<file path="src/hdl/servo_command_frame_parser_top_defines.svh">
// Assertion macros shared by the servo command frame parser RTL.
// Included by every module that carries concurrent checks; no other dependencies.
`ifndef SERVO_COMMAND_FRAME_PARSER_TOP_DEFINES_SVH
`define SERVO_COMMAND_FRAME_PARSER_TOP_DEFINES_SVH

`ifndef SYNTHESIS
// Property must hold on every clock edge outside reset.
`define SCFP_ASSERT(lbl, clk, rst, prop) \
  lbl: assert property (@(posedge clk) disable iff (rst) (prop)) \
    else $error("scfp assertion failed");
// Condition must never be seen outside reset.
`define SCFP_NEVER(lbl, clk, rst, cond) \
  lbl: assert property (@(posedge clk) disable iff (rst) !(cond)) \
    else $error("scfp forbidden condition seen");
`else
`define SCFP_ASSERT(lbl, clk, rst, prop)
`define SCFP_NEVER(lbl, clk, rst, cond)
`endif

`endif

</file>
<file path="src/hdl/scfp_pkg.sv">
// Shared types and constants for the servo command frame parser.
// No dependencies; used by all scfp modules and the top level.
`timescale 1ns / 1ps

package scfp_pkg;

  localparam int unsigned BYTE_W       = 8;
  localparam int unsigned VAL_W        = 16;
  localparam int unsigned CHAN_W       = 3;
  localparam int unsigned POS_W        = 4;
  localparam int unsigned KEPT_BYTES   = 4;
  localparam int unsigned CFG_INDEX_W  = 8;

  // Byte that arrives at this position closes the frame and is dropped.
  localparam logic [POS_W-1:0] BUFFER_LENGTH = 4'd10;

  localparam logic [BYTE_W-1:0] FRAME_END_CHAR = 8'h2F;  // '/'
  localparam logic [BYTE_W-1:0] ASCII_ZERO     = 8'h30;
  localparam logic [BYTE_W-1:0] LETTER_FIRST   = 8'h41;  // 'A'
  localparam logic [BYTE_W-1:0] LETTER_LAST    = 8'h46;  // 'F'

  localparam logic [CHAN_W-1:0] CHAN_B = 3'd1;
  localparam logic [CHAN_W-1:0] CHAN_F = 3'd5;

  // Register indexes on the configuration port.
  localparam logic [CFG_INDEX_W-1:0] CFG_CENTER_ANGLE = 8'd0;
  localparam logic [CFG_INDEX_W-1:0] CFG_OFFSET_A     = 8'd1;
  localparam logic [CFG_INDEX_W-1:0] CFG_OFFSET_B     = 8'd2;
  localparam logic [CFG_INDEX_W-1:0] CFG_OFFSET_F     = 8'd3;

  localparam logic [VAL_W-1:0] RESET_CENTER = 16'd130;
  localparam logic [VAL_W-1:0] RESET_OFF_A  = 16'd170;
  localparam logic [VAL_W-1:0] RESET_OFF_B  = 16'd150;
  localparam logic [VAL_W-1:0] RESET_OFF_F  = 16'd50;

  // Queue between front and back.
  localparam int unsigned QUEUE_DEPTH = 2;
  localparam int unsigned QUEUE_PTR_W = (QUEUE_DEPTH > 1) ? $clog2(QUEUE_DEPTH) : 1;
  localparam int unsigned QUEUE_CNT_W = $clog2(QUEUE_DEPTH + 1);

  // One parse job: selected channel plus the three angle digit bytes.
  typedef struct packed {
    logic [CHAN_W-1:0] channel;
    logic [BYTE_W-1:0] digit_hi;
    logic [BYTE_W-1:0] digit_mid;
    logic [BYTE_W-1:0] digit_lo;
  } job_t;

  typedef struct packed {
    logic valid;
    job_t job;
  } job_push_t;

endpackage

</file>
<file path="src/hdl/scfp_front.sv">
// Front end: collects received bytes into a frame and classifies the frame
// at its end. Depends on scfp_pkg and the assertion macro header.
`timescale 1ns / 1ps
`include "servo_command_frame_parser_top_defines.svh"

module scfp_front (
  input  logic                             clk,
  input  logic                             rst,
  input  logic                             accept,
  input  logic [scfp_pkg::BYTE_W-1:0]      rx_byte,
  output scfp_pkg::job_push_t              push
);

  logic [scfp_pkg::BYTE_W-1:0] frame_bytes [scfp_pkg::KEPT_BYTES];
  logic [scfp_pkg::BYTE_W-1:0] frame_bytes_next [scfp_pkg::KEPT_BYTES];
  logic [scfp_pkg::POS_W-1:0]  write_position;
  logic [scfp_pkg::POS_W-1:0]  write_position_next;
  logic                        buffer_full;
  logic                        frame_end;
  logic                        lead_is_letter;
  logic [scfp_pkg::BYTE_W-1:0] lead;

  assign buffer_full = (write_position >= scfp_pkg::BUFFER_LENGTH);

  always_comb begin
    for (int i = 0; i < scfp_pkg::KEPT_BYTES; i++) begin
      frame_bytes_next[i] = frame_bytes[i];
      if (accept && !buffer_full &&
          (write_position == scfp_pkg::POS_W'(i))) begin
        frame_bytes_next[i] = rx_byte;
      end
    end
  end

  // Overflow byte ends the frame unstored; '/' ends it after being stored.
  assign frame_end = accept && (buffer_full || (rx_byte == scfp_pkg::FRAME_END_CHAR));

  always_comb begin
    write_position_next = write_position;
    if (frame_end) begin
      write_position_next = '0;
    end else if (accept) begin
      write_position_next = write_position + 1'b1;
    end
  end

  assign lead           = frame_bytes_next[0];
  assign lead_is_letter = (lead >= scfp_pkg::LETTER_FIRST) &&
                          (lead <= scfp_pkg::LETTER_LAST);

  always_comb begin
    push.valid         = frame_end && lead_is_letter;
    push.job.channel   = scfp_pkg::CHAN_W'(lead - scfp_pkg::LETTER_FIRST);
    push.job.digit_hi  = frame_bytes_next[1];
    push.job.digit_mid = frame_bytes_next[2];
    push.job.digit_lo  = frame_bytes_next[3];
  end

  always_ff @(posedge clk) begin
    if (rst) begin
      write_position <= '0;
      for (int i = 0; i < scfp_pkg::KEPT_BYTES; i++) begin
        frame_bytes[i] <= '0;
      end
    end else begin
      write_position <= write_position_next;
      for (int i = 0; i < scfp_pkg::KEPT_BYTES; i++) begin
        frame_bytes[i] <= frame_bytes_next[i];
      end
    end
  end

  `SCFP_ASSERT(a_pos_in_range, clk, rst, write_position <= scfp_pkg::BUFFER_LENGTH)
  `SCFP_ASSERT(a_full_wraps, clk, rst, accept && buffer_full |=> write_position == '0)

endmodule

</file>
<file path="src/hdl/scfp_queue.sv">
// Short job queue between the frame front end and the compute back end.
// Depends on scfp_pkg and the assertion macro header.
`timescale 1ns / 1ps
`include "servo_command_frame_parser_top_defines.svh"

module scfp_queue (
  input  logic                clk,
  input  logic                rst,
  input  scfp_pkg::job_push_t push,
  input  logic                pop,
  output logic                full,
  output logic                empty,
  output scfp_pkg::job_t      head
);

  scfp_pkg::job_t                   entries [scfp_pkg::QUEUE_DEPTH];
  logic [scfp_pkg::QUEUE_PTR_W-1:0] wr_ptr;
  logic [scfp_pkg::QUEUE_PTR_W-1:0] rd_ptr;
  logic [scfp_pkg::QUEUE_CNT_W-1:0] count;
  logic                             do_push;
  logic                             do_pop;

  localparam logic [scfp_pkg::QUEUE_PTR_W-1:0] LAST_PTR =
    scfp_pkg::QUEUE_PTR_W'(scfp_pkg::QUEUE_DEPTH - 1);
  localparam logic [scfp_pkg::QUEUE_CNT_W-1:0] FULL_COUNT =
    scfp_pkg::QUEUE_CNT_W'(scfp_pkg::QUEUE_DEPTH);

  assign full    = (count == FULL_COUNT);
  assign empty   = (count == '0);
  assign do_push = push.valid && !full;
  assign do_pop  = pop && !empty;
  assign head    = entries[rd_ptr];

  always_ff @(posedge clk) begin
    if (do_push) begin
      entries[wr_ptr] <= push.job;
    end
  end

  always_ff @(posedge clk) begin
    if (rst) begin
      wr_ptr <= '0;
      rd_ptr <= '0;
      count  <= '0;
    end else begin
      if (do_push) begin
        wr_ptr <= (wr_ptr == LAST_PTR) ? '0 : wr_ptr + 1'b1;
      end
      if (do_pop) begin
        rd_ptr <= (rd_ptr == LAST_PTR) ? '0 : rd_ptr + 1'b1;
      end
      count <= count + scfp_pkg::QUEUE_CNT_W'(do_push) - scfp_pkg::QUEUE_CNT_W'(do_pop);
    end
  end

  `SCFP_NEVER(a_push_when_full, clk, rst, push.valid && full)
  `SCFP_NEVER(a_pop_when_empty, clk, rst, pop && empty)

endmodule

</file>
<file path="src/hdl/scfp_back.sv">
// Back end: holds the configuration registers, decodes the angle and forms
// the compare value in two registered stages. Depends on scfp_pkg and macros.
`timescale 1ns / 1ps
`include "servo_command_frame_parser_top_defines.svh"

module scfp_back (
  input  logic                               clk,
  input  logic                               rst,
  input  logic                               cfg_write,
  input  logic [scfp_pkg::CFG_INDEX_W-1:0]   cfg_index,
  input  logic [scfp_pkg::VAL_W-1:0]         cfg_data,
  input  logic                               job_avail,
  input  scfp_pkg::job_t                     job,
  output logic                               job_take,
  output logic                               out_valid,
  input  logic                               out_stall,
  output logic [scfp_pkg::CHAN_W-1:0]        channel,
  output logic [scfp_pkg::VAL_W-1:0]         angle,
  output logic [scfp_pkg::VAL_W-1:0]         compare_value
);

  logic [scfp_pkg::VAL_W-1:0]  center_angle;
  logic [scfp_pkg::VAL_W-1:0]  offset_a;
  logic [scfp_pkg::VAL_W-1:0]  offset_b;
  logic [scfp_pkg::VAL_W-1:0]  offset_f;

  logic                        s1_valid;
  logic [scfp_pkg::CHAN_W-1:0] s1_channel;
  logic [scfp_pkg::VAL_W-1:0]  s1_angle;
  logic                        s1_ready;
  logic                        out_ready;

  logic [scfp_pkg::VAL_W-1:0]  dig_hi;
  logic [scfp_pkg::VAL_W-1:0]  dig_mid;
  logic [scfp_pkg::VAL_W-1:0]  dig_lo;
  logic [scfp_pkg::VAL_W-1:0]  angle_calc;
  logic [scfp_pkg::VAL_W-1:0]  doubled;
  logic [scfp_pkg::VAL_W-1:0]  compare_calc;

  // Configuration registers
  always_ff @(posedge clk) begin
    if (rst) begin
      center_angle <= scfp_pkg::RESET_CENTER;
      offset_a     <= scfp_pkg::RESET_OFF_A;
      offset_b     <= scfp_pkg::RESET_OFF_B;
      offset_f     <= scfp_pkg::RESET_OFF_F;
    end else if (cfg_write) begin
      unique case (cfg_index)
        scfp_pkg::CFG_CENTER_ANGLE: center_angle <= cfg_data;
        scfp_pkg::CFG_OFFSET_A:     offset_a     <= cfg_data;
        scfp_pkg::CFG_OFFSET_B:     offset_b     <= cfg_data;
        scfp_pkg::CFG_OFFSET_F:     offset_f     <= cfg_data;
        default: ;
      endcase
    end
  end

  assign out_ready = !out_valid || !out_stall;
  assign s1_ready  = !s1_valid || out_ready;
  assign job_take  = job_avail && s1_ready;

  // Stage 1: digits are byte minus '0', wrapping at 16 bits.
  assign dig_hi  = {8'd0, job.digit_hi}  - {8'd0, scfp_pkg::ASCII_ZERO};
  assign dig_mid = {8'd0, job.digit_mid} - {8'd0, scfp_pkg::ASCII_ZERO};
  assign dig_lo  = {8'd0, job.digit_lo}  - {8'd0, scfp_pkg::ASCII_ZERO};
  assign angle_calc = scfp_pkg::VAL_W'(dig_hi * 16'd100) +
                      scfp_pkg::VAL_W'(dig_mid * 16'd10) + dig_lo;

  always_ff @(posedge clk) begin
    if (rst) begin
      s1_valid <= 1'b0;
    end else if (s1_ready) begin
      s1_valid <= job_take;
    end
  end

  always_ff @(posedge clk) begin
    if (job_take) begin
      s1_channel <= job.channel;
      s1_angle   <= angle_calc;
    end
  end

  // Stage 2: compare value.
  assign doubled = scfp_pkg::VAL_W'((center_angle - s1_angle) << 1);

  always_comb begin
    priority if (s1_channel == scfp_pkg::CHAN_F) begin
      compare_calc = s1_angle + offset_f;
    end else if (s1_channel <= scfp_pkg::CHAN_B) begin
      compare_calc = doubled + offset_a;
    end else begin
      compare_calc = doubled + offset_b;
    end
  end

  always_ff @(posedge clk) begin
    if (rst) begin
      out_valid <= 1'b0;
    end else if (out_ready) begin
      out_valid <= s1_valid;
    end
  end

  always_ff @(posedge clk) begin
    if (out_ready && s1_valid) begin
      channel       <= s1_channel;
      angle         <= s1_angle;
      compare_value <= compare_calc;
    end
  end

  `SCFP_ASSERT(a_out_channel_range, clk, rst, out_valid |-> channel <= scfp_pkg::CHAN_F)

endmodule

</file>
<file path="src/hdl/servo_command_frame_parser_top.sv">
// Top level of the servo command frame parser: front end, job queue and back end.
// Depends on scfp_pkg, scfp_front, scfp_queue, scfp_back and the macro header.
`timescale 1ns / 1ps

// Servo command frame parser. Feed received serial bytes one word per cycle on
// in_valid/in_stall/rx_byte. Bytes fill a frame buffer; a '/' (stored) or a
// byte arriving with BUFFER_LENGTH (10) bytes already in the frame (dropped)
// ends the frame and the position returns to zero. A frame whose first byte is
// 'A'..'F' yields one result word on out_valid/out_stall: the channel 0..5,
// the angle from bytes 1..3 as (b-'0') weighted 100/10/1, and the timer compare
// value, (center_angle - angle)*2 + offset_a (A, B) or offset_b (C..E), or
// angle + offset_f (F), all wrapping at 16 bits. Frame bytes not rewritten by a
// short frame keep their earlier values (zero after reset). Any other lead byte
// gives no result. Rate: one byte accepted every cycle while in_stall is low; a
// result passes the queue slot, angle stage and output register after its
// frame-ending byte is taken. in_stall rises only when the two-entry job queue
// is full, which happens only once out_stall has been held. Registers: index 0
// center_angle, 1 offset_a, 2 offset_b, 3 offset_f; cfg_ready is always high,
// writes to other indexes are ignored, and writes belong in idle periods.
module servo_command_frame_parser_top (
  input  logic                                clk,
  input  logic                                rst,
  // byte input
  input  logic                                in_valid,
  output logic                                in_stall,
  input  logic [scfp_pkg::BYTE_W-1:0]         rx_byte,
  // result output
  output logic                                out_valid,
  input  logic                                out_stall,
  output logic [scfp_pkg::CHAN_W-1:0]         channel,
  output logic [scfp_pkg::VAL_W-1:0]          angle,
  output logic [scfp_pkg::VAL_W-1:0]          compare_value,
  // register writes
  input  logic                                cfg_valid,
  output logic                                cfg_ready,
  input  logic [scfp_pkg::CFG_INDEX_W-1:0]    cfg_index,
  input  logic [scfp_pkg::VAL_W-1:0]          cfg_data
);

  scfp_pkg::job_push_t push;
  scfp_pkg::job_t      head;
  logic                queue_full;
  logic                queue_empty;
  logic                job_take;
  logic                in_accept;

  // Front only pushes on an accepted word, so stalling on a full queue is enough.
  assign in_stall  = queue_full;
  assign in_accept = in_valid && !in_stall;
  assign cfg_ready = 1'b1;

  scfp_front u_front (
    .clk     (clk),
    .rst     (rst),
    .accept  (in_accept),
    .rx_byte (rx_byte),
    .push    (push)
  );

  scfp_queue u_queue (
    .clk   (clk),
    .rst   (rst),
    .push  (push),
    .pop   (job_take),
    .full  (queue_full),
    .empty (queue_empty),
    .head  (head)
  );

  scfp_back u_back (
    .clk           (clk),
    .rst           (rst),
    .cfg_write     (cfg_valid && cfg_ready),
    .cfg_index     (cfg_index),
    .cfg_data      (cfg_data),
    .job_avail     (!queue_empty),
    .job           (head),
    .job_take      (job_take),
    .out_valid     (out_valid),
    .out_stall     (out_stall),
    .channel       (channel),
    .angle         (angle),
    .compare_value (compare_value)
  );

endmodule
</file>
<file path="config.mk">
export PLATFORM = sky130hd
export DESIGN_NAME = servo_command_frame_parser_top
export DESIGN_NICKNAME = d
export VERILOG_FILES = /design/src/hdl/scfp_pkg.sv /design/src/hdl/scfp_front.sv /design/src/hdl/scfp_queue.sv /design/src/hdl/scfp_back.sv /design/src/hdl/servo_command_frame_parser_top.sv
export VERILOG_INCLUDE_DIRS = /design/src /design/src/hdl
export SDC_FILE = /design/constraint.sdc
export NUM_CORES = 1
export LEC_CHECK = 0
export CORE_MARGIN = 2
export CORE_UTILIZATION = 55
export CTS_CLUSTER_DIAMETER = 30
export DETAILED_ROUTE_END_ITERATION = 12
export DONT_BUFFER_PORTS = 1
export PLACE_DENSITY = 0.69
export SLEW_MARGIN = 40
export SYNTH_ARGS = -nofsm -noshare
export SYNTH_HDL_FRONTEND = slang
export SYNTH_HIERARCHICAL = 1
export SYNTH_SLANG_ARGS = --single-unit
</file>
<file path="constraint.sdc">
create_clock -name clk -period 15.6 [get_ports clk]
set_input_delay 3.12 -clock clk [delete_from_list [all_inputs] [get_ports clk]]
set_output_delay 3.12 -clock clk [all_outputs]
set_load 0.05 [all_outputs]
</file>
## After elaboration in Yosys (flattened, before gate mapping)

Memory sizes are Yosys's and may differ from the RTL's. A register that Yosys moved wholly into a read port is not among the register bits.
Index checks and enable logic that the tools add are counted.

| word-level totals | value |
|---|---|
| flip-flop bits (word level) | 127 |
| RAM bits | 86 |
| input port bits | 37 |
| output and inout bits | 38 |
| memories | 2 |

| cells by class | value |
|---|---|
| add/subtract/negate cells | 15 |
| $mul | 2 |
| $lt $le $gt $ge | 4 |
| eq/ne operators | 9 |
| mux-type cells | 19 |
| bitwise logic cells | 4 |
| reductions and logical operators | 30 |

Memories:

| name | words | width | rd ports | clocked after Yosys merged registers in | write ports | RTL line | RTL |
|---|---|---|---|---|---|---|---|
| u_queue.entries | 2 | 27 | 1 | 1 | 1 | scfp_queue.sv:16 | `scfp_pkg::job_t entries [scfp_pkg::QUEUE_DEPTH];` |
| u_front.frame_bytes | 4 | 8 | 4 | 0 | 4 | scfp_front.sv:14 | `logic [scfp_pkg::BYTE_W-1:0] frame_bytes [scfp_pkg::KEPT_BYTES];` |

Operators with widths:

| operator | number |
|---|---|
| $add 16x16->16 | 5 |
| $mux 8 | 8 |
| $mux 16 | 2 |
| $sub 8x6->9 const B | 3 |
| $eq 8x2->1 const B | 2 |
| $mul 16x3->15 const B | 1 |
| $mul 16x5->14 const B | 1 |
| $sub 15x15->15 | 1 |
| $logic_and 1x1->1 | 13 |
| $mux 1 | 9 |
| $eq 4x2->1 const B | 2 |
| $eq 8x1->1 const B | 1 |
| $eq 8x6->1 const B | 1 |
| $ge 8x7->1 const B | 1 |
| $le 8x7->1 const B | 1 |
| $logic_not 8->1 | 1 |
| $reduce_and 2->1 | 4 |
| $logic_not 1->1 | 6 |
| $add 4x1->4 const B | 1 |
| $eq 4x1->1 const B | 1 |
| $ge 4x4->1 const B | 1 |
| $logic_not 4->1 | 1 |
| $or 1x1->1 | 4 |
| $eq 3x3->1 const B | 1 |
| other kinds (9) | 12 |

## Depth between registers and ports, before layout

| depth | value |
|---|---|
| depth in word-level cells | 12 |
| depth in mapped cells | 22 |

## Cells and area by module

Netlist, hierarchy kept.

By module, submodules not included:

| module | times used | cells an instance | area each (um^2) |
|---|---|---|---|
| scfp_back | 1 | 877 | 8496.9 |
| scfp_queue | 1 | 111 | 2180.8 |
| scfp_front | 1 | 158 | 1761.7 |
| servo_command_frame_parser_top | 1 | 4 | 28.8 |

## Worst setup path before layout

No wires, ideal clock.

| timing path | value |
|---|---|
| path type | input to register |
| start | input port out_stall |
| end | register u_back/angle[0] (netlist name) (enable) |
| library setup time | 0.481 ns |
| arrival time | 5.712 ns |
| data required time | 15.119 ns |
| path slack | 9.408 ns |
| stages on the path | 1 |
| path through | a21boi_0 |

| on the way | value |
|---|---|
| word-level cells in the longest chain between the ends | 3 |

RTL lines:

| what | RTL line | RTL |
|---|---|---|
| start: declaration | servo_command_frame_parser_top.sv:29 | `input logic out_stall,` |
| $logic_not 1->1 | scfp_back.sv:58 | `assign out_ready = !out_valid \|\| !out_stall;` |
| $logic_or 1x1->1 | scfp_back.sv:58 |  |
| $logic_and 1x1->1 | scfp_back.sv:106 | `if (out_ready && s1_valid) begin` |
| end signal: assignment | scfp_back.sv:108 | `angle <= s1_angle;` |
| end: declaration | scfp_back.sv:18 | `output logic [scfp_pkg::VAL_W-1:0] angle,` |

Every way passes these cells.
A chain may end at the register's enable or synchronous reset.

==> run_results.csv <==
group,metric,value,unit
floorplan,die_height,155,µm
route,drtAntennaViolNets,0,
route,wl,23800,µm
timing,setup_slack,9.84,ns
route,firstDrtPassIters,5,
timing,setup_viol,0,
clock_tree,cts_hold_buf,0,
timing,slew_violations,0,
worst_setup_path,crit_chain,"nor2b_4, nand4bb_1, mux2i_1, ha_1, a21oi_1, a2111oi_2, inv_1, or3_1, inv_2",
placement,dp_slack,9.34,ns
clock_tree,cts_sinks,214,
timing,final.setup_skew,0.0380,ns
power_and_ir_drop,total_power,1.53,mW
route,viasPerCell,5.40,
yosys,async_flop_share,0,%
layout,final_cells,1493,
worst_setup_path,worstSetupStartpointType,"input pin",
timing,hold_violations,0,
grt,grt_first_pass_wirelength,38600,µm
placement,dpl.cell_count,1411,
layout,syn_to_final_growth,13.7,%
worst_setup_path,rr_worst_depth,18,
clock_tree,cts_buffers,44,
yosys,synth_edf_count,108,
timing,worstMarginPinSlew,0.678,ns
route,drc_errors,0,
worst_setup_path,crit_path_top_delay_cell,"mux2i_1",
yosys,synth.avg_cell_area,10.8,µm²
route,drt_iter0_drc,370,
power_and_ir_drop,ir_drop,118,µV
worst_setup_path,critical_path_peak_fanout,27,
worst_hold_path,hold_path_class,"reg -> reg",
clock_tree,postCtsSetupRepairBufs,0,
worst_setup_path,rrSetupSlack,10.20,ns
yosys,syn_inst,1150,
floorplan,dieArea,0.0239,mm²
placement,detailed_place_hpwl,17000,µm
grt,first_global_vias,7929,
worst_setup_path,cp-end-kind,"register",
floorplan,start_util,55.6,%
power_and_ir_drop,cellLeakagePower,6.10,nW
yosys,synth_nets,1324,
yosys,synth_flop_cell,"edfxtp_1",
yosys,syn_area,0.0125,mm²
clock_tree,root_buffer,"clkbuf_16",
timing,fmax,174,MHz
timing,relSlewSlack,54.7,%
grt,overflow,0,
yosys,ys_warn_count,6,
clock_tree,clock_path_buffers,3,
grt,grtUsageTotal,19.9,%
floorplan,rows,55,
timing,hold_ws,0.450,ns
layout,drive_gt1_share,12.0,%
clock_tree,cts_tree,"built",
worst_setup_path,path_class,"in -> reg",
timing,rsz0062_at_grt,"false",
floorplan,ios,75,
worst_hold_path,hold_end,"u_front/frame_bytes[0][6]$_SDFF_PP0_",
yosys,synth.distinct_cells,72,
placement,place.gp.congestion,0.816,
worst_setup_path,cp.required,15.74,ns
run,maxCapViolations,0,
floorplan,core,0.0224,mm²
power_and_ir_drop,p_per_area,108,mW/mm²
clock_tree,post_cts_resized,0,
worst_setup_path,rr_endpoint,"u_back/s1_angle[14]$_DFFE_PP_",
clock_tree,clk_pin_slew_worst_paths,0.05,ns
route,num_vias,8060,
worst_hold_path,hp-start,"u_front/frame_bytes[0][6]$_SDFF_PP0_",
timing,period_needed,5.76,ns
grt,grt_max_degree,104,
floorplan,dieWidth,155,µm
status,status,"complete, no violations",
yosys,ys_ff_latch,214,
route,routedWlPerCell,16.0,µm
timing,min_period_over_period,36.9,%
placement,portBuffers,0,
grt,antenna_found_initial,0,
timing,tns,0,ns
clock_tree,insertion_delay,0.54,ns
layout,fin_nets,1346,
worst_setup_path,worstPathArrival,5.90,ns
yosys,ys_seq_area_share,43.0,%
clock_tree,htree_levels,2,
worst_setup_path,slowest_delay,0.51,ns
worst_hold_path,min_delay_path_depth,2,
layout,antennaDiodeCount,0,
-- stage by stage --
step	cell area, µm²	utilization [%]
floorplan	12500	-
global placement	12700	56.6
detailed placement	12700	56.6
CTS	14200	63.2
global route	14200	63.2
finish	14200	63.2
-- area by class of cell --
class	count	area (µm²)
fill	1756	8260
multi-input combinational	805	6560
sequential	214	5370
clock buffer	56	1190
inverter	101	379
tap	285	357
clock inverter	26	285
timing repair buffer	6	45.0
-- worst max path at each step --
stage | startpoint | depth (start not counted) | to
detailed placement | in_valid | 9 | u_queue/entries[0][20]$_DFFE_PP_
global placement | in_valid | 9 | u_queue/entries[0][20]$_DFFE_PP_
finish | in_valid | 9 | u_queue/entries[0][12]$_DFFE_PP_
global route | in_valid | 9 | u_queue/entries[0][18]$_DFFE_PP_
floorplan | out_stall | 1 | u_back/angle[0]$_DFFE_PP_
CTS | in_valid | 9 | u_queue/entries[0][18]$_DFFE_PP_
-- critical path, delay by kind of cell --
| family | cells | cell delay (ns) |
|---|---|---|
| adders and majority gates | 1 | 0.23 |
| muxes | 1 | 0.51 |
| AOI/OAI and AO/OA | 2 | 0.35 |
| buffers and inverters | 2 | 0.56 |
| and+or+nand+nor | 3 | 1.11 |
-- Yosys cell counts (all sizes together), types with 13 or more instances --
library cell,instances,area [µm²]
xor2,31,272
a21o,14,105
clkbuf,15,56.3
mux2,66,833
mux2i,50,500
edfxtp,108,3240
dfxtp,106,2120
o21ai,36,180
xnor2,45,394
inv,101,379
o21a,13,98.9
nand2,74,278
nand3,14,75.1
a21oi,68,340
nor2,100,378
buf,15,126
ha,110,1380
fa,27,541
nor2b,34,220
-- cells by family after synthesis --
| family | share of synthesized area [%] |
|---|---|
| adder cells (fa/ha/maj) | 15.4 |
| other | 0.0301 |
| buffers and inverters | 4.51 |
| AND/OR/NAND/NOR | 11.6 |
| XOR/XNOR | 5.34 |
| AO/OA/AOI/OAI | 9.43 |
| multiplexers | 10.7 |
| flip-flops | 43.0 |
-- report_power, final --
group | switching, mW | leakage (nW) | internal [mW]
Sequential | 0.00245 | 1.85 | 0.594
Clock | 0.307 | 0.720 | 0.597
Combinational | 0.0150 | 3.53 | 0.0143
-- flip-flops by register name, indices dropped and copies added, names as in the netlist, named ones only --
register and cells:
u_queue/entries 54, u_front/frame_bytes 32, u_back/angle 16, u_back/compare_value 16, u_back/offset_a 16, u_back/offset_b 16, u_back/offset_f 16, u_back/s1_angle 16
u_back/center_angle 15, u_front/write_position 4, u_back/channel 3, u_back/s1_channel 3, u_queue/count 2, u_back/out_valid 1, u_back/s1_valid 1, u_queue/rd_ptr 1
u_queue/wr_ptr 1
-- per-layer routing --
layer / vias up / GRT usage, % / wire (µm)
met1: 3825 / 24.9 / 10900
met3: 31 / 3.81 / 847
met2: 129 / 35.2 / 11700
met4: 0 / 5.73 / 370
li1: 4075 / - / -
met5: - / 0 / 0
-- cell usage in the layout (no fill, tap or decap), types with 8 or more instances in the layout --
cell       Yosys  layout
mux2_4        24      24
nand2_1       74      74
xor2_1        31      31
nor2_1        99      99
clkbuf_16      0      45
ha_1         110     110
a211o_1       10      10
xnor2_1       45      45
dfxtp_1      106     106
inv_1        100      99
o21a_1        12      12
o21ai_0       36      36
nand2b_1      10      10
a21o_1        14      14
nor3_1        11      11
or3_1          8       8
nor2b_1       33      33
clkbuf_1      15       9
mux2_2        15      15
mux2i_1       50      50
mux2_1        27      27
fa_1          27      27
clkinv_2       0       9
nand3_1       13      13
a21oi_1       68      68
edfxtp_1     108     108
(Power assumes the default switching activity.)
